[config.mk]
export PLATFORM = sky130hd
export DESIGN_NAME = weighted_priority_dequeue_unit
export DESIGN_NICKNAME = d
export VERILOG_FILES = /design/src/rtl/wpdq_pkg.sv /design/src/rtl/wpdq_ram.sv /design/src/rtl/weighted_priority_dequeue_unit.sv
export SDC_FILE = /design/constraint.sdc
export NUM_CORES = 2
export LEC_CHECK = 0
export BUFFER_PORTS_ARGS = -buffer_cell sky130_fd_sc_hd__buf_2
export CORE_MARGIN = 1
export CORE_UTILIZATION = 40
export DETAILED_ROUTE_END_ITERATION = 12
export GPL_TIMING_DRIVEN = 0
export REMOVE_ABC_BUFFERS = 1
export SLEW_MARGIN = 0
export SYNTH_ARGS = -nofsm -noshare
export SYNTH_HDL_FRONTEND = slang
export SYNTH_SLANG_ARGS = --single-unit
[constraint.sdc]
create_clock -name clk -period 4.7 [get_ports clk]
set_clock_uncertainty 0.05 [all_clocks]
set_input_delay 0.47 -clock clk [delete_from_list [all_inputs] [get_ports clk]]
set_output_delay 0.47 -clock clk [all_outputs]
set_load 0.01 [all_outputs]
[src/rtl/wpdq_pkg.sv]
package wpdq_pkg;

  // request codes
  localparam logic OP_ENQUEUE = 1'b0;
  localparam logic OP_DEQUEUE = 1'b1;

  // queue / priority codes
  localparam logic [1:0] PRI_HIGH   = 2'd0;
  localparam logic [1:0] PRI_MEDIUM = 2'd1;
  localparam logic [1:0] PRI_LOW    = 2'd2;
  localparam logic [1:0] PRI_EXTRA  = 2'd3;

  localparam int NUM_QUEUES = 3;

  // configuration register indexes
  localparam logic CFG_HIGH_LIMIT   = 1'b0;
  localparam logic CFG_MEDIUM_LIMIT = 1'b1;

  // burst limit reset values
  localparam logic [3:0] HIGH_LIMIT_RST   = 4'd5;
  localparam logic [3:0] MEDIUM_LIMIT_RST = 4'd5;

  typedef enum logic [1:0] {
    ST_ENQUEUED = 2'd0,
    ST_DEQUEUED = 2'd1,
    ST_EMPTY    = 2'd2,
    ST_FULL     = 2'd3
  } status_t;

  typedef struct packed {
    logic        op;
    logic [1:0]  priority_req;
    logic [31:0] execute_id;
  } in_item_t;

  typedef struct packed {
    status_t     status;
    logic [31:0] granted_id;
    logic [1:0]  granted_priority;
  } out_item_t;

endpackage

[src/rtl/wpdq_ram.sv]
module wpdq_ram #(
  parameter int WIDTH = 32,
  parameter int DEPTH = 16
) (
  input  logic                     clk,
  input  logic                     we,
  input  logic [$clog2(DEPTH)-1:0] waddr,
  input  logic [WIDTH-1:0]         wdata,
  input  logic                     re,
  input  logic [$clog2(DEPTH)-1:0] raddr,
  output logic [WIDTH-1:0]         rdata
);

  logic [WIDTH-1:0] mem [DEPTH];

  // single write port, registered read port that holds when idle
  always_ff @(posedge clk) begin
    if (we) begin
      mem[waddr] <= wdata;
    end
    if (re) begin
      rdata <= mem[raddr];
    end
  end

endmodule

[src/rtl/weighted_priority_dequeue_unit.sv]
// channel | dir | handshake            | payload
// in      | in  | in_valid / in_ready  | in_data (op, priority_req, execute_id)
// out     | out | out_valid / out_ready| out_data (status, granted_id, granted_priority)
// cfg     | in  | cfg_valid / cfg_ready| cfg_index, cfg_data (burst limits)
//
// one request per cycle while in_ready is high; each result passes through the
// queue ram read stage, then the output register
// the queue head/tail pointers, occupancies and burst counters update at the
// input transfer, so back-to-back requests see each other's effect
// synchronous active-low reset empties all queues and restores both limits to 5
// a stalled output holds one result in the output register and one in the
// read stage; in_ready drops only when both are full
module weighted_priority_dequeue_unit
  import wpdq_pkg::*;
#(
  parameter int QUEUE_DEPTH = 16
) (
  input  logic      clk,
  input  logic      rst_n,
  input  logic      in_valid,
  output logic      in_ready,
  input  in_item_t  in_data,
  output logic      out_valid,
  input  logic      out_ready,
  output out_item_t out_data,
  input  logic      cfg_valid,
  output logic      cfg_ready,
  input  logic      cfg_index,
  input  logic [3:0] cfg_data
);

  localparam int AW = $clog2(QUEUE_DEPTH);
  localparam int CW = $clog2(QUEUE_DEPTH + 1);

  logic [AW-1:0] head_r [NUM_QUEUES];
  logic [AW-1:0] tail_r [NUM_QUEUES];
  logic [CW-1:0] occ_r  [NUM_QUEUES];
  logic [31:0]   rdata  [NUM_QUEUES];
  logic [NUM_QUEUES-1:0] nonempty;
  logic [NUM_QUEUES-1:0] full;

  logic [3:0] hi_limit_r;
  logic [3:0] md_limit_r;
  logic [3:0] hi_cnt_r, hi_cnt_nxt;
  logic [3:0] md_cnt_r, md_cnt_nxt;

  logic       in_fire;
  logic       cfg_fire;
  logic       s1_move;
  logic       s1_valid_r;
  status_t    s1_status_r;
  logic [1:0] s1_pri_r;
  logic       out_valid_r;
  out_item_t  out_data_r;

  logic [1:0] enq_q;
  logic [1:0] grant_q;
  logic       do_push;
  logic       do_pop;
  status_t    res_status;
  logic [1:0] res_pri;

  // handshakes
  assign s1_move   = s1_valid_r && (!out_valid_r || out_ready);
  assign in_ready  = !s1_valid_r || s1_move;
  assign in_fire   = in_valid && in_ready;
  assign cfg_ready = 1'b1;
  assign cfg_fire  = cfg_valid;
  assign out_valid = out_valid_r;
  assign out_data  = out_data_r;

  // queue status flags
  always_comb begin
    for (int q = 0; q < NUM_QUEUES; q++) begin
      nonempty[q] = (occ_r[q] != '0);
      full[q]     = (occ_r[q] == CW'(QUEUE_DEPTH));
    end
  end

  // request decision: enqueue target or weighted dequeue grant
  always_comb begin
    enq_q      = (in_data.priority_req == PRI_EXTRA) ? PRI_LOW : in_data.priority_req;
    grant_q    = PRI_HIGH;
    do_push    = 1'b0;
    do_pop     = 1'b0;
    res_status = ST_ENQUEUED;
    res_pri    = enq_q;
    hi_cnt_nxt = hi_cnt_r;
    md_cnt_nxt = md_cnt_r;
    if (in_data.op == OP_ENQUEUE) begin
      if (full[enq_q]) begin
        res_status = ST_FULL;
      end else begin
        do_push = 1'b1;
      end
    end else begin
      res_status = ST_DEQUEUED;
      if (nonempty[PRI_HIGH] && (hi_cnt_r < hi_limit_r)) begin
        hi_cnt_nxt = hi_cnt_r + 4'd1;
        grant_q    = PRI_HIGH;
        do_pop     = 1'b1;
      end else begin
        hi_cnt_nxt = '0;
        if (nonempty[PRI_MEDIUM] && (md_cnt_r < md_limit_r)) begin
          md_cnt_nxt = md_cnt_r + 4'd1;
          grant_q    = PRI_MEDIUM;
          do_pop     = 1'b1;
        end else begin
          md_cnt_nxt = '0;
          // low turn, falling back to the highest non-empty queue
          priority if (nonempty[PRI_LOW]) begin
            grant_q = PRI_LOW;
            do_pop  = 1'b1;
          end else if (nonempty[PRI_HIGH]) begin
            grant_q = PRI_HIGH;
            do_pop  = 1'b1;
          end else if (nonempty[PRI_MEDIUM]) begin
            grant_q = PRI_MEDIUM;
            do_pop  = 1'b1;
          end else begin
            res_status = ST_EMPTY;
          end
        end
      end
      res_pri = grant_q;
    end
  end

  // per-queue pointers and storage
  for (genvar q = 0; q < NUM_QUEUES; q++) begin : g_queue
    logic push;
    logic pop;

    assign push = in_fire && do_push && (enq_q == 2'(q));
    assign pop  = in_fire && do_pop && (grant_q == 2'(q));

    always_ff @(posedge clk) begin
      if (!rst_n) begin
        head_r[q] <= '0;
        tail_r[q] <= '0;
        occ_r[q]  <= '0;
      end else if (push) begin
        tail_r[q] <= (tail_r[q] == AW'(QUEUE_DEPTH - 1)) ? '0 : tail_r[q] + AW'(1);
        occ_r[q]  <= occ_r[q] + CW'(1);
      end else if (pop) begin
        head_r[q] <= (head_r[q] == AW'(QUEUE_DEPTH - 1)) ? '0 : head_r[q] + AW'(1);
        occ_r[q]  <= occ_r[q] - CW'(1);
      end
    end

    wpdq_ram #(
      .WIDTH (32),
      .DEPTH (QUEUE_DEPTH)
    ) u_ram (
      .clk   (clk),
      .we    (push),
      .waddr (tail_r[q]),
      .wdata (in_data.execute_id),
      .re    (pop),
      .raddr (head_r[q]),
      .rdata (rdata[q])
    );
  end

  // burst limits and grant counters
  always_ff @(posedge clk) begin
    if (!rst_n) begin
      hi_limit_r <= HIGH_LIMIT_RST;
      md_limit_r <= MEDIUM_LIMIT_RST;
      hi_cnt_r   <= '0;
      md_cnt_r   <= '0;
    end else begin
      if (cfg_fire) begin
        unique case (cfg_index)
          CFG_HIGH_LIMIT:   hi_limit_r <= cfg_data;
          CFG_MEDIUM_LIMIT: md_limit_r <= cfg_data;
          default:          hi_limit_r <= hi_limit_r;
        endcase
      end
      if (in_fire) begin
        hi_cnt_r <= hi_cnt_nxt;
        md_cnt_r <= md_cnt_nxt;
      end
    end
  end

  // read stage: result tag waits for the ram data
  always_ff @(posedge clk) begin
    if (!rst_n) begin
      s1_valid_r <= 1'b0;
    end else if (in_fire) begin
      s1_valid_r <= 1'b1;
    end else if (s1_move) begin
      s1_valid_r <= 1'b0;
    end
  end

  always_ff @(posedge clk) begin
    if (in_fire) begin
      s1_status_r <= res_status;
      s1_pri_r    <= (res_status == ST_EMPTY) ? PRI_HIGH : res_pri;
    end
  end

  // output register
  always_ff @(posedge clk) begin
    if (!rst_n) begin
      out_valid_r <= 1'b0;
    end else if (s1_move) begin
      out_valid_r <= 1'b1;
    end else if (out_ready) begin
      out_valid_r <= 1'b0;
    end
  end

  always_ff @(posedge clk) begin
    if (s1_move) begin
      out_data_r.status           <= s1_status_r;
      out_data_r.granted_id       <= (s1_status_r == ST_DEQUEUED) ? rdata[s1_pri_r] : '0;
      out_data_r.granted_priority <= s1_pri_r;
    end
  end

endmodule
Word level (Yosys, flattened, before mapping) --
Memory sizes are Yosys's and may differ from the RTL's. A register that Yosys moved wholly into a read port is not among the register bits. Index checks and enable logic that the tools add are counted.
Operators by class: magnitude comparators 4, bitwise gates (word level) 15, equal/unequal tests 16, reductions and logical operators 27, mux-type cells 77, $add $sub $neg 14
Operators with widths (count):
- $bmux 32 s2 | 1
- $mux 32 | 2
- $mux 4 | 14
- $mux 1 | 40
- $add 4x1->4 const B | 8
- $mux 5 | 6
- $mux 2 | 13
- $eq 4x4->1 const B | 6
- $add 5x1->5 const B | 3
- $eq 5x5->1 const B | 3
- $reduce_bool 5->1 | 3
- $sub 5x1->5 const B | 3
- $logic_and 1x1->1 | 12
- $or 1x1->1 | 12
- $eq 2x2->1 const B | 4
- $lt 4x4->1 | 2
- $eq 2x1->1 const B | 3
- $reduce_and 2->1 | 3
- $logic_not 2->1 | 2
- $reduce_bool 2->1 | 2
- $ge 3x3->1 const B | 1
- $lt 2x3->1 const B | 1
- $not 2->3 | 1
- $reduce_and 3->1 | 1
- other kinds (4) | 7
Storage, ports and cells: bits of input ports 45, logic and storage cells 170, memories kept 6, register bits after elaboration 58, output and inout port bits 39, RAM bits 1575
Memories:
- g_queue[0].u_ram.mem | depth 16, bits a word 32, rd ports 1, clocked after memory_dff 1, wr ports 1, line wpdq_ram.sv:14 | logic [WIDTH-1:0] mem [DEPTH];
- g_queue[1].u_ram.mem | depth 16, bits a word 32, rd ports 1, clocked after memory_dff 1, wr ports 1, line wpdq_ram.sv:14
- g_queue[2].u_ram.mem | depth 16, bits a word 32, rd ports 1, clocked after memory_dff 1, wr ports 1, line wpdq_ram.sv:14
- occ_r | depth 3, bits a word 5, rd ports 3, clocked after memory_dff 0, wr ports 3, line weighted_priority_dequeue_unit.sv:37 | logic [CW-1:0] occ_r [NUM_QUEUES];
- head_r | depth 3, bits a word 4, rd ports 3, clocked after memory_dff 0, wr ports 3, line weighted_priority_dequeue_unit.sv:35 | logic [AW-1:0] head_r [NUM_QUEUES];
- tail_r | depth 3, bits a word 4, rd ports 3, clocked after memory_dff 0, wr ports 3, line weighted_priority_dequeue_unit.sv:36 | logic [AW-1:0] tail_r [NUM_QUEUES];

Logic depth before layout (Yosys ltp) --
An unclocked memory read counts as a cell.
word-level depth 15, depth in mapped cells 14

Cells and area by module --
Synthesis repeated with hierarchy kept, for this count alone.
Unflattened totals: cell total of the unflattened synthesis 3076, area total of the unflattened synthesis 66018.3 µm²
Modules (own cells, without submodules):
- wpdq_ram (g_queue[1].u_ram ...) | times used 2, cells each 838, area an instance 20174.3 µm²
- wpdq_ram (g_queue[0].u_ram) | times used 1, cells each 838, area an instance 20155.6 µm²
- weighted_priority_dequeue_unit | times used 1, cells each 562, area an instance 5514.0 µm²

Least setup slack after synthesis --
No wires, ideal clock.
path kind reg-to-reg, start point memory occ_r[0][0] (netlist bit), end point memory occ_r[2][4] (netlist bit) (data pin), stages on the path, launching flop included 15, library setup time 0.266 ns, period minus slack after synthesis 4.490 ns, arrival time 4.174 ns, setup slack 0.210 ns, data required time 4.384 ns, cells stage by stage edfxtp_1 > inv_1 > ha_1 > nor4b_4 > o311a_1 > o21ai_2 > nor3_2 > nand3_1 > inv_1 > ha_1 > a21o_1 > a21oi_1 > xnor2_1 > nand3_1 > o21ai_0
RTL lines (line):
- start, declared | weighted_priority_dequeue_unit.sv:37

==> out/metrics.yaml <==
grt_overflow: 0
cts_tree: "built"
relSlewSlack: 0.259
core_area_um2: 164000
startpoint: "occ_r[0][0]"
yosys_warnings: 0
required_ns: 5.17
setup_viol: 0
cts_buffers: 173
yosysTopAreaCell: "edfxtp_1"
timing.rr.start: "occ_r[0][0]"
leakage_uw: 0.0244
fin_ws_ns: 0.264
clkLatencyLatePin_ns: 0.80
synthAdderAreaFrac: 0.00635
synth-xor-area-share: 0.00172
chipWidth_um: 409
tightest_slew_ns: 1.11
cp-start-kind: "flop"
postCtsSetupBuffers: 0
synth.top_cell.area_share: 0.777
ys_ff_latch: 1729
highest_layer: "met5"
synth_edf_count: 1711
synth_most_common_cell: "edfxtp_1"
muxShareOfSynthArea: 0.169
grt_max_degree: 49
yosysSeqAreaShare: 0.782
hold_viol: 0
powerDensity_nw_per_um2: 413
dieArea_um2: 167000
dp_slack_ns: 0.253
totalWireLength_mm: 159
synth_area_leaders: "edfxtp_1 78%, mux4_2 16%, nor2_1 0.63%"
routabilityCongestion: 0.793
ant_nets: 0
antenna_found_initial: 7
period_minus_slack_ns: 4.44
avgViaCountPerCell: 5.65
wl_met1_mm: 63.9
cp_max_fo: 10
die_h_um: 409
dr.pass1.iters: 8
vdd_drop_max_uv: 370
hold_start: "in_data[33]"
synth_commonest_cells: "1711 x edfxtp_1, 480 x mux4_2, 111 x nor2_1"
fin_crit_sh: 0.944
synth_top_family_by_area: "multiplexers"
finalMaxSlewViolations: 0
grt_usage: 0.192
fin_cells: 5437
drive_above_1_share: 0.310
cts_sinks: 1729
vias: 30700
cts_resized: 0
route.met2.wl_mm: 80.3
end_kind: "flop"
path_class: "flop to flop"
slowest_stage: "nor3_4"
syn_area_per_cell_um2: 23.2
start_util: 0.405
h-tree-depth: 4
place_inst: 5114
wl_met3_mm: 10.8
drc_errors: 0
clk_path_buf_depth: 3
n_fill_cell: 12900
crit_path_max_incr_delay_ns: 0.73
synth_area_um2: 66200
crit_arrival_ns: 4.90
ys_types: 61
grt_pass1_vias: 31900
synth_cells: 2848
ys.flop_type: "edfxtp_1"
crit_chain: "inv_1 > ha_1 > nor4b_4 > o311a_1 > o21ai_2 > nor3_4 > nand3_1 > inv_1 > ha_1 > a21o_1 > a21oi_1 > xnor2_1 > nand3_1 > o21ai_0"
area_delta_synth_final_pct: 17.7
async_reset_ff_frac: 0
post_drt_wl_per_cell_um: 29.3
hpwlAfterDp_mm: 102
grt_pass1_wl_mm: 228
worstHoldPathType: "input pin to flop"
synth_compound_area_frac: 0.00938
grt_setup_unrepaired: "false"
row_count: 148
yosys.area_share.simple: 0.0208
drtIter0Drc: 3597
clkTransAtPathRegs_ns: 0.06
max_cap_viol_count: 0
port_buffers: 82
fmax_mhz: 225
ios: 84
cts-root-buf: "clkbuf_16"
status: "finished, final reports clean"
fin_nets: 3203
## kinds of logic after synthesis
group / Yosys count
flip-flops: 1729
multiplexers: 517
AND/OR/NAND/NOR: 277
buffers and inverters: 174
AO/OA/AOI/OAI: 104
adder cells (fa/ha/maj): 33
XOR/XNOR: 13
other: 1
## path summary, 6_finish.rpt
kind / cells after the start / endpoint / slack [ns]
setup reg to reg: 14 / occ_r[2][4] / 0.26
setup / recovery: 14 / occ_r[2][4] / 0.26
hold reg to reg: 2 / md_limit_r[3] / 0.42
hold / removal: 3 / s1_pri_r[1] / 0.11
## layer usage
layer / vias up / track usage
met2: 1305 / 0.322
met4: 6 / 0.0554
met1: 16500 / 0.260
met5: - / 0
li1: 12600 / -
met3: 279 / 0.0309
## critical path, delay by kind of cell (launching register included)
kind	cells	cell delay (ns)
flip-flops	1	0.45
XOR/XNOR	1	0.10
buffers and inverters	2	0.39
adder cells (fa/ha/maj)	2	0.50
AND/OR/NAND/NOR	4	1.78
AO/OA/AOI/OAI	5	0.87
## registers in the layout (all words and copies together), names as in the netlist
register / count
hi_cnt_r: 4
out_valid: 1
hi_limit_r: 4
head_r: 12
md_limit_r: 4
occ_r: 15
s1_pri_r: 2
s1_valid_r: 1
md_cnt_r: 4
s1_status_r: 2
tail_r: 12
g_queue.u_ram.mem: 1536
g_queue.u_ram.rdata: 96
out_data: 36
## final cells by class
type,instances,area (um2),area share
inverters,35,131,0.00169
clock inverters,103,866,0.0111
clock buffers,205,4490,0.0577
multi-input cells,945,13900,0.179
well taps,2175,2720,0.0350
diodes,4,10.0,0.000129
flip-flops and latches,1729,51700,0.665
repair buffers,241,3970,0.0510
## cells in the final DEF, fill, tap and decap left out, types with 18 or more instances in the layout
cell type / netlist / final
clkbuf_16: 0 / 175
buf_16: 0 / 86
nand3_1: 20 / 20
clkinv_1: 0 / 40
nand2_1: 41 / 41
ha_1: 32 / 32
mux4_2: 480 / 480
a21oi_1: 56 / 56
clkinv_2: 0 / 30
buf_12: 0 / 42
and2_2: 0 / 27
clkbuf_1: 85 / 30
buf_2: 29 / 82
dfxtp_1: 18 / 18
edfxtp_1: 1711 / 1711
mux2i_1: 37 / 37
inv_1: 35 / 34
nor2_1: 111 / 98
## repair_timing
item,CTS,global route
hold endpoints to repair,12,0
setup endpoints to repair,0,1
hold buffers,11,0
## metrics by stage
step                      hold WS (ns)   util  setup TNS, ns  area [um2]  power [uW]
after floorplan                  0.367      -        -193.48       65600       18500
after global placement           0.416  0.420       -1433.66       68700       19200
after detailed placement         0.406  0.443              0       72400       19300
after CTS                       0.0447  0.476              0       77800       32300
after global routing            0.0653  0.476              0       77800       33000
final                            0.114  0.476              0       77800       32100
## where the power goes
part           switching (uW)  internal, uW
Sequential                125         17100
Combinational             928           807
Clock                    5690          7470
(Power assumes the default switching activity.)
